==> src/sv/prwc_pkg.sv <==
// ----------------------------------------------------------------------------
// PPU register write capture: shared package
// Event codes, address decode constants and widths used by the capture
// block, its channel interfaces and its checker.
// ----------------------------------------------------------------------------
package prwc_pkg;

  // Payload widths.
  localparam int unsigned AddrW  = 16;
  localparam int unsigned DataW  = 8;
  localparam int unsigned EventW = 3;

  // Default depth of the VRAM write queue before a flush.
  localparam int unsigned QueueEntriesDef = 32;

  // Kind of result produced for a bus write.
  typedef enum logic [EventW-1:0] {
    EV_RAM    = 3'd0,
    EV_CTRL   = 3'd1,
    EV_MASK   = 3'd2,
    EV_SCROLL = 3'd3,
    EV_VRAM   = 3'd4,
    EV_IO     = 3'd5,
    EV_DEBUG  = 3'd6
  } event_t;

  // PPU register offsets within the eight-byte register window.
  typedef enum logic [2:0] {
    REG_CTRL   = 3'd0,
    REG_MASK   = 3'd1,
    REG_STATUS = 3'd2,
    REG_OAMADR = 3'd3,
    REG_OAMDAT = 3'd4,
    REG_SCROLL = 3'd5,
    REG_ADDR   = 3'd6,
    REG_DATA   = 3'd7
  } ppu_reg_t;

  // Address decode constants.
  localparam logic [AddrW-1:0] RamMask     = 16'h07FF;
  localparam logic [AddrW-4:0] PpuRegBase  = 13'h0400;  // 0x2000 >> 3
  localparam logic [AddrW-1:0] DmaAddr     = 16'h4014;
  localparam logic [AddrW-1:0] DebugBase   = 16'h0010;
  localparam logic [DataW-1:0] CtrlForce   = 8'h80;
  localparam logic [AddrW-1:0] StepWide    = 16'd32;
  localparam logic [AddrW-1:0] StepNarrow  = 16'd1;
  localparam int unsigned      CtrlIncBit  = 2;

endpackage

==> src/sv/prwc_if.sv <==
// ----------------------------------------------------------------------------
// PPU register write capture: channel interfaces
// Valid/ready channels for incoming bus writes and for decoded results.
// ----------------------------------------------------------------------------
interface prwc_in_if;
  import prwc_pkg::*;

  logic             valid;
  logic             ready;
  logic [AddrW-1:0] bus_address;
  logic [DataW-1:0] write_data;

  modport source (output valid, output bus_address, output write_data, input ready);
  modport sink   (input valid, input bus_address, input write_data, output ready);
endinterface

interface prwc_out_if;
  import prwc_pkg::*;

  logic              valid;
  logic              ready;
  logic [EventW-1:0] event_res;
  logic [AddrW-1:0]  target;
  logic [DataW-1:0]  data_out;
  logic [DataW-1:0]  scroll_x;
  logic [DataW-1:0]  scroll_y;
  logic              flush_after;

  modport source (output valid, output event_res, output target, output data_out,
                  output scroll_x, output scroll_y, output flush_after, input ready);
  modport sink   (input valid, input event_res, input target, input data_out,
                  input scroll_x, input scroll_y, input flush_after, output ready);
endinterface

==> src/sv/ppu_register_write_capture_top.sv <==
// Requests pass the input register, then the output register; while results
// are taken, one request per cycle; decode and shadow update are one stage.
// The output register lets a new request in while a result waits to be taken.
// Reset (synchronous, active high) clears all shadows, the address toggle,
// the queue count and both valid flags.
// ----------------------------------------------------------------------------
// PPU register write capture
// Decodes CPU bus writes into RAM, PPU register, VRAM queue, IO and debug
// results, keeping the PPU register shadows.
// ----------------------------------------------------------------------------
module ppu_register_write_capture_top #(
  parameter int unsigned QUEUE_ENTRIES = prwc_pkg::QueueEntriesDef
) (
  input  logic              clk,
  input  logic              rst,
  prwc_in_if.sink           in_ch,
  prwc_out_if.source        out_ch
);
  import prwc_pkg::*;

  localparam int unsigned CntW = $clog2(QUEUE_ENTRIES) + 1;
  localparam logic [CntW-1:0] QueueLimit = CntW'(QUEUE_ENTRIES);

  // Input register.
  logic             in_valid;
  logic [AddrW-1:0] in_addr;
  logic [DataW-1:0] in_data;

  // Shadow state.
  logic [DataW-1:0] ctrl_shadow, ctrl_shadow_next;
  logic [DataW-1:0] mask_shadow, mask_shadow_next;
  logic [AddrW-1:0] vram_pointer, vram_pointer_next;
  logic [DataW-1:0] scroll_x_reg, scroll_x_next;
  logic [DataW-1:0] scroll_y_reg, scroll_y_next;
  logic             write_toggle, write_toggle_next;
  logic [CntW-1:0]  queued_entries, queued_entries_next;

  // Result of the decode stage.
  logic             res_valid;
  event_t           res_event;
  logic [AddrW-1:0] res_target;
  logic [DataW-1:0] res_data;
  logic             res_flush;
  logic [CntW-1:0]  count_inc;

  // Output register.
  logic             out_valid;
  event_t           out_event;
  logic [AddrW-1:0] out_target;
  logic [DataW-1:0] out_data;
  logic [DataW-1:0] out_scroll_x;
  logic [DataW-1:0] out_scroll_y;
  logic             out_flush;

  logic out_free;
  logic advance;

  // The output register is free when empty or being emptied this cycle.
  assign out_free    = !out_valid || out_ch.ready;
  assign advance     = in_valid && out_free;
  assign in_ch.ready = !in_valid || out_free;

  // Input register.
  always_ff @(posedge clk) begin
    if (rst) begin
      in_valid <= 1'b0;
    end else if (in_ch.ready) begin
      in_valid <= in_ch.valid;
    end
    if (in_ch.ready && in_ch.valid) begin
      in_addr <= in_ch.bus_address;
      in_data <= in_ch.write_data;
    end
  end

  // Decode and shadow update.
  always_comb begin
    ctrl_shadow_next    = ctrl_shadow;
    mask_shadow_next    = mask_shadow;
    vram_pointer_next   = vram_pointer;
    scroll_x_next       = scroll_x_reg;
    scroll_y_next       = scroll_y_reg;
    write_toggle_next   = write_toggle;
    queued_entries_next = queued_entries;
    res_valid           = 1'b0;
    res_event           = EV_RAM;
    res_target          = '0;
    res_data            = in_data;
    res_flush           = 1'b0;
    count_inc           = queued_entries + CntW'(1);

    if (in_addr[AddrW-1:AddrW-3] == 3'b000) begin
      // Work RAM and its mirrors.
      res_valid  = 1'b1;
      res_event  = EV_RAM;
      res_target = in_addr & RamMask;
    end else if (in_addr[AddrW-1:AddrW-3] == 3'b001) begin
      // PPU registers; mirrors above the first eight bytes are ignored.
      if (in_addr[AddrW-1:3] == PpuRegBase) begin
        unique case (ppu_reg_t'(in_addr[2:0]))
          REG_CTRL: begin
            ctrl_shadow_next = in_data;
            res_valid        = 1'b1;
            res_event        = EV_CTRL;
            res_data         = in_data | CtrlForce;
          end
          REG_MASK: begin
            mask_shadow_next = in_data;
            res_valid        = 1'b1;
            res_event        = EV_MASK;
          end
          REG_SCROLL: begin
            if (write_toggle) begin
              scroll_y_next = in_data;
            end else begin
              scroll_x_next = in_data;
            end
            write_toggle_next = !write_toggle;
            res_valid         = 1'b1;
            res_event         = EV_SCROLL;
          end
          REG_ADDR: begin
            if (write_toggle) begin
              vram_pointer_next = {vram_pointer[AddrW-1:DataW], in_data};
            end else begin
              vram_pointer_next = {in_data, vram_pointer[DataW-1:0]};
            end
            write_toggle_next = !write_toggle;
          end
          REG_DATA: begin
            vram_pointer_next = vram_pointer +
                                (ctrl_shadow[CtrlIncBit] ? StepWide : StepNarrow);
            res_valid  = 1'b1;
            res_event  = EV_VRAM;
            res_target = vram_pointer;
            if (count_inc >= QueueLimit) begin
              res_flush           = 1'b1;
              queued_entries_next = '0;
            end else begin
              queued_entries_next = count_inc;
            end
          end
          REG_STATUS, REG_OAMADR, REG_OAMDAT: begin
            res_valid = 1'b0;
          end
          default: begin
            res_valid = 1'b0;
          end
        endcase
      end
    end else if (in_addr[AddrW-1:AddrW-4] == 4'h4) begin
      // IO space passes through, except the DMA port.
      if (in_addr != DmaAddr) begin
        res_valid  = 1'b1;
        res_event  = EV_IO;
        res_target = in_addr;
      end
    end else if (!in_addr[AddrW-1]) begin
      // Debug slots.
      res_valid  = 1'b1;
      res_event  = EV_DEBUG;
      res_target = DebugBase + {{(AddrW-6){1'b0}}, in_addr[5:0]};
    end
  end

  // Shadow registers change only when a request leaves the input register.
  always_ff @(posedge clk) begin
    if (rst) begin
      ctrl_shadow    <= '0;
      mask_shadow    <= '0;
      vram_pointer   <= '0;
      scroll_x_reg   <= '0;
      scroll_y_reg   <= '0;
      write_toggle   <= 1'b0;
      queued_entries <= '0;
    end else if (advance) begin
      ctrl_shadow    <= ctrl_shadow_next;
      mask_shadow    <= mask_shadow_next;
      vram_pointer   <= vram_pointer_next;
      scroll_x_reg   <= scroll_x_next;
      scroll_y_reg   <= scroll_y_next;
      write_toggle   <= write_toggle_next;
      queued_entries <= queued_entries_next;
    end
  end

  // Output register.
  always_ff @(posedge clk) begin
    if (rst) begin
      out_valid <= 1'b0;
    end else if (out_free) begin
      out_valid <= advance && res_valid;
    end
    if (advance && res_valid) begin
      out_event    <= res_event;
      out_target   <= res_target;
      out_data     <= res_data;
      out_scroll_x <= scroll_x_next;
      out_scroll_y <= scroll_y_next;
      out_flush    <= res_flush;
    end
  end

  assign out_ch.valid       = out_valid;
  assign out_ch.event_res   = out_event;
  assign out_ch.target      = out_target;
  assign out_ch.data_out    = out_data;
  assign out_ch.scroll_x    = out_scroll_x;
  assign out_ch.scroll_y    = out_scroll_y;
  assign out_ch.flush_after = out_flush;

endmodule

==> src/flat_wrapper.sv <==
// flat-port wrapper written by rule: the top's interface ports become plain ports
module ppu_register_write_capture_top_flat import prwc_pkg::*;
#(
  parameter int unsigned QUEUE_ENTRIES = prwc_pkg::QueueEntriesDef
)
  (clk, rst, in_ch_valid, in_ch_bus_address, in_ch_write_data, in_ch_ready, out_ch_valid, out_ch_event_res, out_ch_target, out_ch_data_out, out_ch_scroll_x, out_ch_scroll_y, out_ch_flush_after, out_ch_ready);
  prwc_in_if in_ch_i ();
  prwc_out_if out_ch_i ();
  input  logic clk;
  input  logic rst;
  input wire logic [$bits(in_ch_i.valid)-1:0] in_ch_valid;
  input wire logic [$bits(in_ch_i.bus_address)-1:0] in_ch_bus_address;
  input wire logic [$bits(in_ch_i.write_data)-1:0] in_ch_write_data;
  output wire logic [$bits(in_ch_i.ready)-1:0] in_ch_ready;
  output wire logic [$bits(out_ch_i.valid)-1:0] out_ch_valid;
  output wire logic [$bits(out_ch_i.event_res)-1:0] out_ch_event_res;
  output wire logic [$bits(out_ch_i.target)-1:0] out_ch_target;
  output wire logic [$bits(out_ch_i.data_out)-1:0] out_ch_data_out;
  output wire logic [$bits(out_ch_i.scroll_x)-1:0] out_ch_scroll_x;
  output wire logic [$bits(out_ch_i.scroll_y)-1:0] out_ch_scroll_y;
  output wire logic [$bits(out_ch_i.flush_after)-1:0] out_ch_flush_after;
  input wire logic [$bits(out_ch_i.ready)-1:0] out_ch_ready;
  assign in_ch_i.valid = in_ch_valid;
  assign in_ch_i.bus_address = in_ch_bus_address;
  assign in_ch_i.write_data = in_ch_write_data;
  assign in_ch_ready = in_ch_i.ready;
  assign out_ch_valid = out_ch_i.valid;
  assign out_ch_event_res = out_ch_i.event_res;
  assign out_ch_target = out_ch_i.target;
  assign out_ch_data_out = out_ch_i.data_out;
  assign out_ch_scroll_x = out_ch_i.scroll_x;
  assign out_ch_scroll_y = out_ch_i.scroll_y;
  assign out_ch_flush_after = out_ch_i.flush_after;
  assign out_ch_i.ready = out_ch_ready;
  ppu_register_write_capture_top #(.QUEUE_ENTRIES(QUEUE_ENTRIES)) u_core (.clk(clk), .rst(rst), .in_ch(in_ch_i), .out_ch(out_ch_i));
endmodule
==> config.mk <==
export PLATFORM = sky130hd
export DESIGN_NAME = ppu_register_write_capture_top_flat
export DESIGN_NICKNAME = d
export VERILOG_FILES = /design/src/sv/prwc_pkg.sv /design/src/sv/prwc_if.sv /design/src/sv/ppu_register_write_capture_top.sv /design/src/flat_wrapper.sv
export SDC_FILE = /design/constraint.sdc
export NUM_CORES = 1
export LEC_CHECK = 0
export ABC_AREA = 1
export BUFFER_PORTS_ARGS = -buffer_cell sky130_fd_sc_hd__buf_2
export CELL_PAD_IN_SITES_DETAIL_PLACEMENT = 0
export CELL_PAD_IN_SITES_GLOBAL_PLACEMENT = 1
export CORE_ASPECT_RATIO = 0.75
export CORE_UTILIZATION = 40
export CTS_CLUSTER_DIAMETER = 60
export DETAILED_ROUTE_END_ITERATION = 8
export GPL_TIMING_DRIVEN = 0
export PLACE_DENSITY = 0.73
export SETUP_SLACK_MARGIN = 0.3
export SYNTH_ARGS = -nofsm -noshare
export SYNTH_HDL_FRONTEND = slang
export SYNTH_SLANG_ARGS = --single-unit
==> constraint.sdc <==
create_clock -name clk -period 3 [get_ports clk]
set_input_delay 0.6 -clock clk [delete_from_list [all_inputs] [get_ports clk]]
set_output_delay 0.6 -clock clk [all_outputs]
set_load 0.005 [all_outputs]
==> impl_metrics.csv, run 1 <==
group,metric,value,unit
run_status,outcome,"finished clean",
sta,final_hold_viol_count,0,
critical_path,critical_path_capture_point,"u_core.out_ch.scroll_x[0]",
floorplan,io_pins,74,
sta,fmax,0.427,GHz
synth,yosys_warnings,0,
global_route,grt_start_max_net_pins,26,
synth,yosysSeqAreaShare,0.510,
sta,fin_worst_skew,0.0115,ns
final_layout,layout.nets,817,
critical_path,cp.required,3.05,ns
routing,firstDrtPassIters,4,
synth,ys.flop_type,"sky130_fd_sc_hd__edfxtp_1",
global_route,grt_first_pass_wirelength,24900,µm
synth,yosys-top-cells-count,"sky130_fd_sc_hd__nand2_1, sky130_fd_sc_hd__inv_1, sky130_fd_sc_hd__nor2_1, sky130_fd_sc_hd__edfxtp_1, sky130_fd_sc_hd__o21ai_1",
routing,vias,4850,
routing,route.final.wire_length,15200,µm
sta,setup_viol,0,
critical_path,worstRegToRegCells,9,
sta,rsz0062_at_grt,"false",
critical_path,cp_top_family,"simple AND/OR/NAND/NOR gates",
power_and_ir_drop,leakagePower,2.88,nW
critical_path,path_cells,"ha_1 -> nand2_1 -> nor2_1 -> nand3_1 -> nand2_1 -> nand3_1 -> nand2_1 -> inv_2 -> buf_12",
synth,cell_variety_after_synth,38,
critical_path,critical_path.startpoint_type,"flop",
routing,routed_via_density,5.04,
synth,most_instantiated_library_cell_after_synthesis,"sky130_fd_sc_hd__nand2_1",
min_path,hold_class,"in2reg",
sta,min_period,2.34,ns
power_and_ir_drop,ir_worst_vdd,213,µV
clocking,clock_tree_buf_depth,2,
floorplan,rows,37,
critical_path,reg_to_reg_setup_timing_slack,0.66,ns
synth,combinational_family_with_the_most_area_after_synthesis,"simple AND/OR/NAND/NOR gates",
clocking,ctsHoldBuffers,0,
final_layout,layout-drive-gt1-share,0.183,
critical_path,arrival,2.39,ns
global_route,grt.total_usage,0.223,
critical_path,cpMostUsedCell,"sky130_fd_sc_hd__nand2_1",
synth,synth_largest_type_area_fraction,0.361,
critical_path,crit_fanout,25,
synth,yosys.area_share.simple,0.259,
routing,detail_route.drc_violations,0,
job,max_cap_violations,0,
clocking,tritoncts_clock_tree,"built",
critical_path,critical_path.n_buffers_inverters,2,
synth,synth-edff-count,68,
critical_path,cp-end-kind,"flop",
clocking,worst_skew_pair.late_latency,0.35,ns
sta,fin_setup_tns,0,ns
power_and_ir_drop,p_per_area,472,nW/µm²
critical_path,critical_path.startpoint,"u_core.in_addr[4]",
synth,post_synth_main_area_contributors,"sky130_fd_sc_hd__edfxtp_1, sky130_fd_sc_hd__dfxtp_1, sky130_fd_sc_hd__nand2_1",
final_layout,areaGrowthSynthToFinish,15.6,%
global_route,vias_in_the_first_global_route,4751,
floorplan,die_w,139,µm
critical_path,crit_path_max_incr_delay,0.49,ns
clocking,clk_root_buffer_cell,"sky130_fd_sc_hd__clkbuf_16",
clocking,htreeDepth,3,
sta,final_slew_viol_count,0,
synth,post_synth.cell_area_avg,8.10,µm²
global_route,antenna_violations_before_repair,0,
placement,globalplace.congestion,0.897,
routing,antenna_left,0,
synth,complex_gate_fraction_of_the_synthesized_area,0.118,
final_layout,antenna-diode-count,0,
critical_path,rr_endpoint,"u_core.out_ch.scroll_x[0]",
routing,first_iter_violations,342,
placement,port-buffer-count,73,
critical_path,cp_num_cells,9,
critical_path,critPathSlowestCell,"sky130_fd_sc_hd__edfxtp_1",
clocking,clock_slew_seen_by_the_registers_of_the_worst_setup_and_hold_paths,0.07,ns
floorplan,die_height,105,µm
synth,mappedNetlistNets,732,
power_and_ir_drop,report.power.total,0.00308,W
critical_path,r2r-start,"u_core.in_addr[4]",
sta,slew-limit-headroom,0.201,
clocking,cts_sinks,110,
sta,final_min_period_over_clock_period,0.780,
synth,post-synth-top-area-cell,"sky130_fd_sc_hd__edfxtp_1",
clocking,number_of_buffers_created_by_cts,9,
clocking,cts.repair.resized,0,
synth,synth-adder-area-share,0.0133,
sta,worst_slew_pin_slew,1.20,ns
synth,synthMuxAreaShare,0,
synth,yosys_register_bits,110,
synth,syn_area,5650,µm²
clocking,cts_setup_buffers,0,
routing,route.detailed.wl_per_inst,15.8,µm
floorplan,floorplan.core_area,13700,µm²
synth,postSynthCellCount,698,
global_route,overflow,0,
floorplan,dieArea,14600,µm²
placement,place.detailed.hpwl,11300,µm
floorplan,initial_core_util,0.411,
synth,xor_and_xnor_area_share_after_synthesis,0.00930,
critical_path,worstSetupPathType,"reg2reg",
synth,synth-async-reset-ratio,0,
[cell families (layout without fill, tap and decap cells)]
kind of cell	count (synthesis)	count (layout)
flops	110	110
compound gates	118	118
simple gates	338	338
fa+ha+maj	6	6
xor+xnor	6	6
buf+inv	120	210
[per-layer routing]
layer | track usage | wire (µm)
met1 | 0.327 | 7680
met2 | 0.328 | 6310
met3 | 0.0481 | 1040
met4 | 0.0611 | 182
met5 | 0 | 0
[per-stage QoR]
stage	hold WS (ns)	area (µm²)	cells	worst slack, ns	utilization
after floorplan	0.469	5650	698	0.702	-
after global placement	0.484	6240	946	-0.0765	0.454
after detailed placement	0.493	6260	947	0.658	0.455
after CTS	0.408	6540	963	0.646	0.475
after global routing	0.402	6540	963	0.478	0.475
final	0.415	6540	963	0.660	0.475
[how the worst min path moves through the flow]
stage | start | end | slack, ns | cells after the start
after floorplan | u_core.queued_entries[5] | u_core.queued_entries[5] | 0.47 | 2
after global placement | u_core.queued_entries[4] | u_core.queued_entries[4] | 0.48 | 2
after detailed placement | u_core.queued_entries[4] | u_core.queued_entries[4] | 0.49 | 2
after CTS | in_ch_write_data[4] | u_core.in_data[4] | 0.41 | 1
after global routing | in_ch_write_data[4] | u_core.in_data[4] | 0.40 | 1
final | in_ch_write_data[4] | u_core.in_data[4] | 0.42 | 1
[worst reg2reg max path, cell delays in order (launching register included)]
cell	delay (ns)
sky130_fd_sc_hd__edfxtp_1	0.49
sky130_fd_sc_hd__ha_1	0.25
sky130_fd_sc_hd__nand2_1	0.07
sky130_fd_sc_hd__nor2_1	0.05
sky130_fd_sc_hd__nand3_1	0.07
sky130_fd_sc_hd__nand2_1	0.13
sky130_fd_sc_hd__nand3_1	0.22
sky130_fd_sc_hd__nand2_1	0.12
sky130_fd_sc_hd__inv_2	0.38
sky130_fd_sc_hd__buf_12	0.25
[cell usage in the layout, fill, tap and decap left out, types with 3 or more instances in the layout]
master,count
sky130_fd_sc_hd__clkbuf_1,8
sky130_fd_sc_hd__edfxtp_1,68
sky130_fd_sc_hd__a21oi_1,25
sky130_fd_sc_hd__nand2_2,4
sky130_fd_sc_hd__o21ai_0,28
sky130_fd_sc_hd__inv_2,10
sky130_fd_sc_hd__dfxtp_1,42
sky130_fd_sc_hd__a21oi_2,5
sky130_fd_sc_hd__xnor2_1,4
sky130_fd_sc_hd__o22ai_1,3
sky130_fd_sc_hd__nand2_1,191
sky130_fd_sc_hd__clkinv_2,4
sky130_fd_sc_hd__nand4_1,4
sky130_fd_sc_hd__nand3_2,5
sky130_fd_sc_hd__buf_6,4
sky130_fd_sc_hd__o21ai_1,46
sky130_fd_sc_hd__nor2_4,6
sky130_fd_sc_hd__buf_4,6
sky130_fd_sc_hd__inv_1,86
sky130_fd_sc_hd__buf_2,77
sky130_fd_sc_hd__clkbuf_16,9
sky130_fd_sc_hd__ha_1,6
sky130_fd_sc_hd__nor2_1,76
sky130_fd_sc_hd__o211ai_1,3
sky130_fd_sc_hd__nand3_1,44
[layout make-up]
class                   instances  area, µm²
fillers                      1371       7210
flip-flops and latches        110       2880
multi-input cells             468       2260
repair buffers                 74        385
inverters                      99        374
clock buffers                  11        243
well taps                     175        219
plain buffers                  21        136
clock inverters                 5       35.0
[power breakdown]
| part | internal (W) | switching [W] |
|---|---|---|
| Sequential | 0.00166 | 0.0000407 |
| Clock | 0.000587 | 0.000549 |
| Combinational | 0.0000845 | 0.000157 |
Note: power is estimated with default switching activity, not from simulation.
==> inputs of run 2 (changes only) <==
--- a/config.mk
+++ b/config.mk
@@ -10,11 +10,11 @@
 export CELL_PAD_IN_SITES_DETAIL_PLACEMENT = 0
 export CELL_PAD_IN_SITES_GLOBAL_PLACEMENT = 1
 export CORE_ASPECT_RATIO = 0.75
-export CORE_UTILIZATION = 40
+export CORE_UTILIZATION = 39
 export CTS_CLUSTER_DIAMETER = 60
 export DETAILED_ROUTE_END_ITERATION = 8
 export GPL_TIMING_DRIVEN = 0
-export PLACE_DENSITY = 0.73
+export PLACE_DENSITY = 0.74
 export SETUP_SLACK_MARGIN = 0.3
 export SYNTH_ARGS = -nofsm -noshare
 export SYNTH_HDL_FRONTEND = slang
==> constraint.sdc (replaced) <==
create_clock -name clk -period 2 [get_ports clk]
set_input_delay 0.4 -clock clk [delete_from_list [all_inputs] [get_ports clk]]
set_output_delay 0.4 -clock clk [all_outputs]
set_load 0.005 [all_outputs]
==> impl_metrics.csv, run 2 (same netlist as run 1, synthesis figures left out) <==
group,metric,value,unit
run_status,outcome,"finished clean",
global_route,vias_in_the_first_global_route,4680,
power_and_ir_drop,power.share.combinational,0.104,
sta,rsz0062_at_grt,"true",
power_and_ir_drop,power.clock.fraction,0.361,
routing,firstDrtPassIters,5,
floorplan,initial_core_util,0.406,
critical_path,crit_fanout,6,
sta,slew-limit-headroom,0.572,
power_and_ir_drop,power_switching_share,0.254,
clocking,tritoncts_clock_tree,"built",
sta,fmax,0.537,GHz
clocking,number_of_buffers_created_by_cts,9,
floorplan,floorplan.core_area,13900,µm²
critical_path,worstSetupPathType,"reg2reg",
power_and_ir_drop,p_per_area,639,nW/µm²
critical_path,r2r-start,"u_core.in_addr[5]",
placement,place.detailed.hpwl,11300,µm
final_layout,mostFrequentLayoutCell,"sky130_fd_sc_hd__nand2_1",
floorplan,rows,37,
final_layout,layout.cells.most_common_list,"sky130_fd_sc_hd__nand2_1, sky130_fd_sc_hd__inv_1, sky130_fd_sc_hd__buf_2",
power_and_ir_drop,ir_worst_vdd,487,µV
clocking,cts_sinks,110,
global_route,grt_start_max_net_pins,19,
sta,min_period,1.86,ns
final_layout,antenna-diode-count,0,
routing,route.final.wire_length,17200,µm
power_and_ir_drop,leakagePower,3.27,nW
job,max_cap_violations,0,
critical_path,critical_path.startpoint,"u_core.in_addr[5]",
clocking,clock_slew_seen_by_the_registers_of_the_worst_setup_and_hold_paths,0.07,ns
floorplan,dieArea,15000,µm²
final_layout,layout-drive-gt1-share,0.342,
critical_path,rr_endpoint,"u_core.out_ch.scroll_y[1]",
floorplan,die_height,106,µm
sta,worst_slew_pin_slew,0.642,ns
routing,antenna_left,0,
sta,final_min_period_over_clock_period,0.931,
sta,fin_worst_skew,0.0106,ns
critical_path,path_cells,"inv_1 -> ha_1 -> nand2_1 -> nor2_1 -> nand3_1 -> nand2_2 -> nand3_4 -> nand2_8 -> clkinvlp_4 -> buf_4",
critical_path,cp-end-kind,"flop",
min_path,hold_path_startpoint,"in_ch_write_data[3]",
placement,globalplace.congestion,0.864,
global_route,antenna_violations_before_repair,0,
power_and_ir_drop,cell_internal_pwr,0.00358,W
sta,setup_viol,0,
power_and_ir_drop,switching_power,0.00122,W
placement,port-buffer-count,73,
global_route,overflow,0,
critical_path,crit_path_max_incr_delay,0.45,ns
clocking,htreeDepth,3,
routing,routed_via_density,5.04,
final_layout,layout.nets,860,
critical_path,critical_path.startpoint_type,"flop",
critical_path,reg_to_reg_setup_timing_slack,0.14,ns
critical_path,worstRegToRegCells,10,
final_layout,finalCoreUtilization,0.540,
routing,route.detailed.wl_per_inst,16.8,µm
routing,first_iter_violations,390,
critical_path,critical_path_capture_point,"u_core.out_ch.scroll_y[1]",
routing,detail_route.drc_violations,0,
clocking,clock_tree_buf_depth,2,
global_route,grt.total_usage,0.230,
clocking,worst_skew_pair.late_latency,0.36,ns
min_path,hold_class,"in2reg",
floorplan,die_w,141,µm
global_route,grt_first_pass_wirelength,25400,µm
sta,final_hold_viol_count,0,
sta,final_slew_viol_count,0,
sta,hold_ws,0.209,ns
critical_path,cp.required,2.12,ns
critical_path,arrival,1.98,ns
clocking,clk_root_buffer_cell,"sky130_fd_sc_hd__clkbuf_16",
power_and_ir_drop,seq_power_share,0.534,
floorplan,io_pins,74,
final_layout,areaGrowthSynthToFinish,33.0,%
routing,vias,5169,
critical_path,critPathSlowestCell,"sky130_fd_sc_hd__edfxtp_1",
[run 2: cell type report]
type / count / area [µm²]
sequential: 110 / 2880
buffer: 21 / 156
timing repair buffer: 113 / 787
tap: 195 / 244
multi-input combinational: 468 / 2750
inverter: 99 / 388
timing repair inverter: 4 / 30.0
clock inverter: 5 / 40.0
fill: 1321 / 6420
clock buffer: 11 / 243
[run 2: worst max-delay path, delay by kind of cell, from the launching register on]
| family | cells | cell delay, ns |
|---|---|---|
| adder cells (fa/ha/maj) | 1 | 0.15 |
| buffers and inverters | 3 | 0.37 |
| flip-flops | 1 | 0.45 |
| AND/OR/NAND/NOR | 6 | 0.64 |
[run 2: how the worst min path moves through the flow]
stage                          endpoint  cells past startpoint
2_1_floorplan  u_core.queued_entries[5]                      2
6_report              u_core.in_data[3]                      1
3_3_place_gp   u_core.queued_entries[4]                      2
3_5_place_dp   u_core.queued_entries[5]                      2
5_1_grt               u_core.in_data[4]                      1
4_1_cts               u_core.in_data[4]                      1
[run 2: metal layers]
metal / vias up / wire length, µm / part of all wire / GRT usage
met5: - / 0 / 0 / 0
li1: 2518 / - / - / -
met3: 18 / 1170 / 0.068 / 0.0473
met1: 2448 / 8500 / 0.49 / 0.346
met4: 0 / 204 / 0.012 / 0.0699
met2: 185 / 7320 / 0.43 / 0.327
[run 2: stage by stage]
| step | worst slack, ns | instances | setup TNS (ns) | cell area, µm² | power, W |
|---|---|---|---|---|---|
| finish | 0.139 | 1026 | 0 | 7520 | 0.00480 |
| detailed placement | -0.776 | 966 | -33.93 | 6280 | 0.00297 |
| global placement | -0.716 | 966 | -31.33 | 6280 | 0.00296 |
| global route | 0.0479 | 1026 | 0 | 7520 | 0.00498 |
| CTS | 0.157 | 1006 | 0 | 6830 | 0.00476 |
| floorplan | -0.0868 | 698 | -3.82 | 5670 | 0.00282 |
[run 2: what timing repair did]
item	4_1_cts	5_1_grt
resized for setup	22	141
buffers inserted	20	18
pin swaps	6	50
hold buffers	0	0
cloned	4	2
endpoints found under the setup margin	104	139
[run 2: power groups by stage]
stage / Combinational [W] / Clock (W) / Sequential [W]
finish: 0.000500 / 0.00174 / 0.00257
global route: 0.000547 / 0.00186 / 0.00257
CTS: 0.000417 / 0.00179 / 0.00255
detailed placement: 0.000362 / 0 / 0.00261
global placement: 0.000353 / 0 / 0.00261
floorplan: 0.000230 / 0 / 0.00259
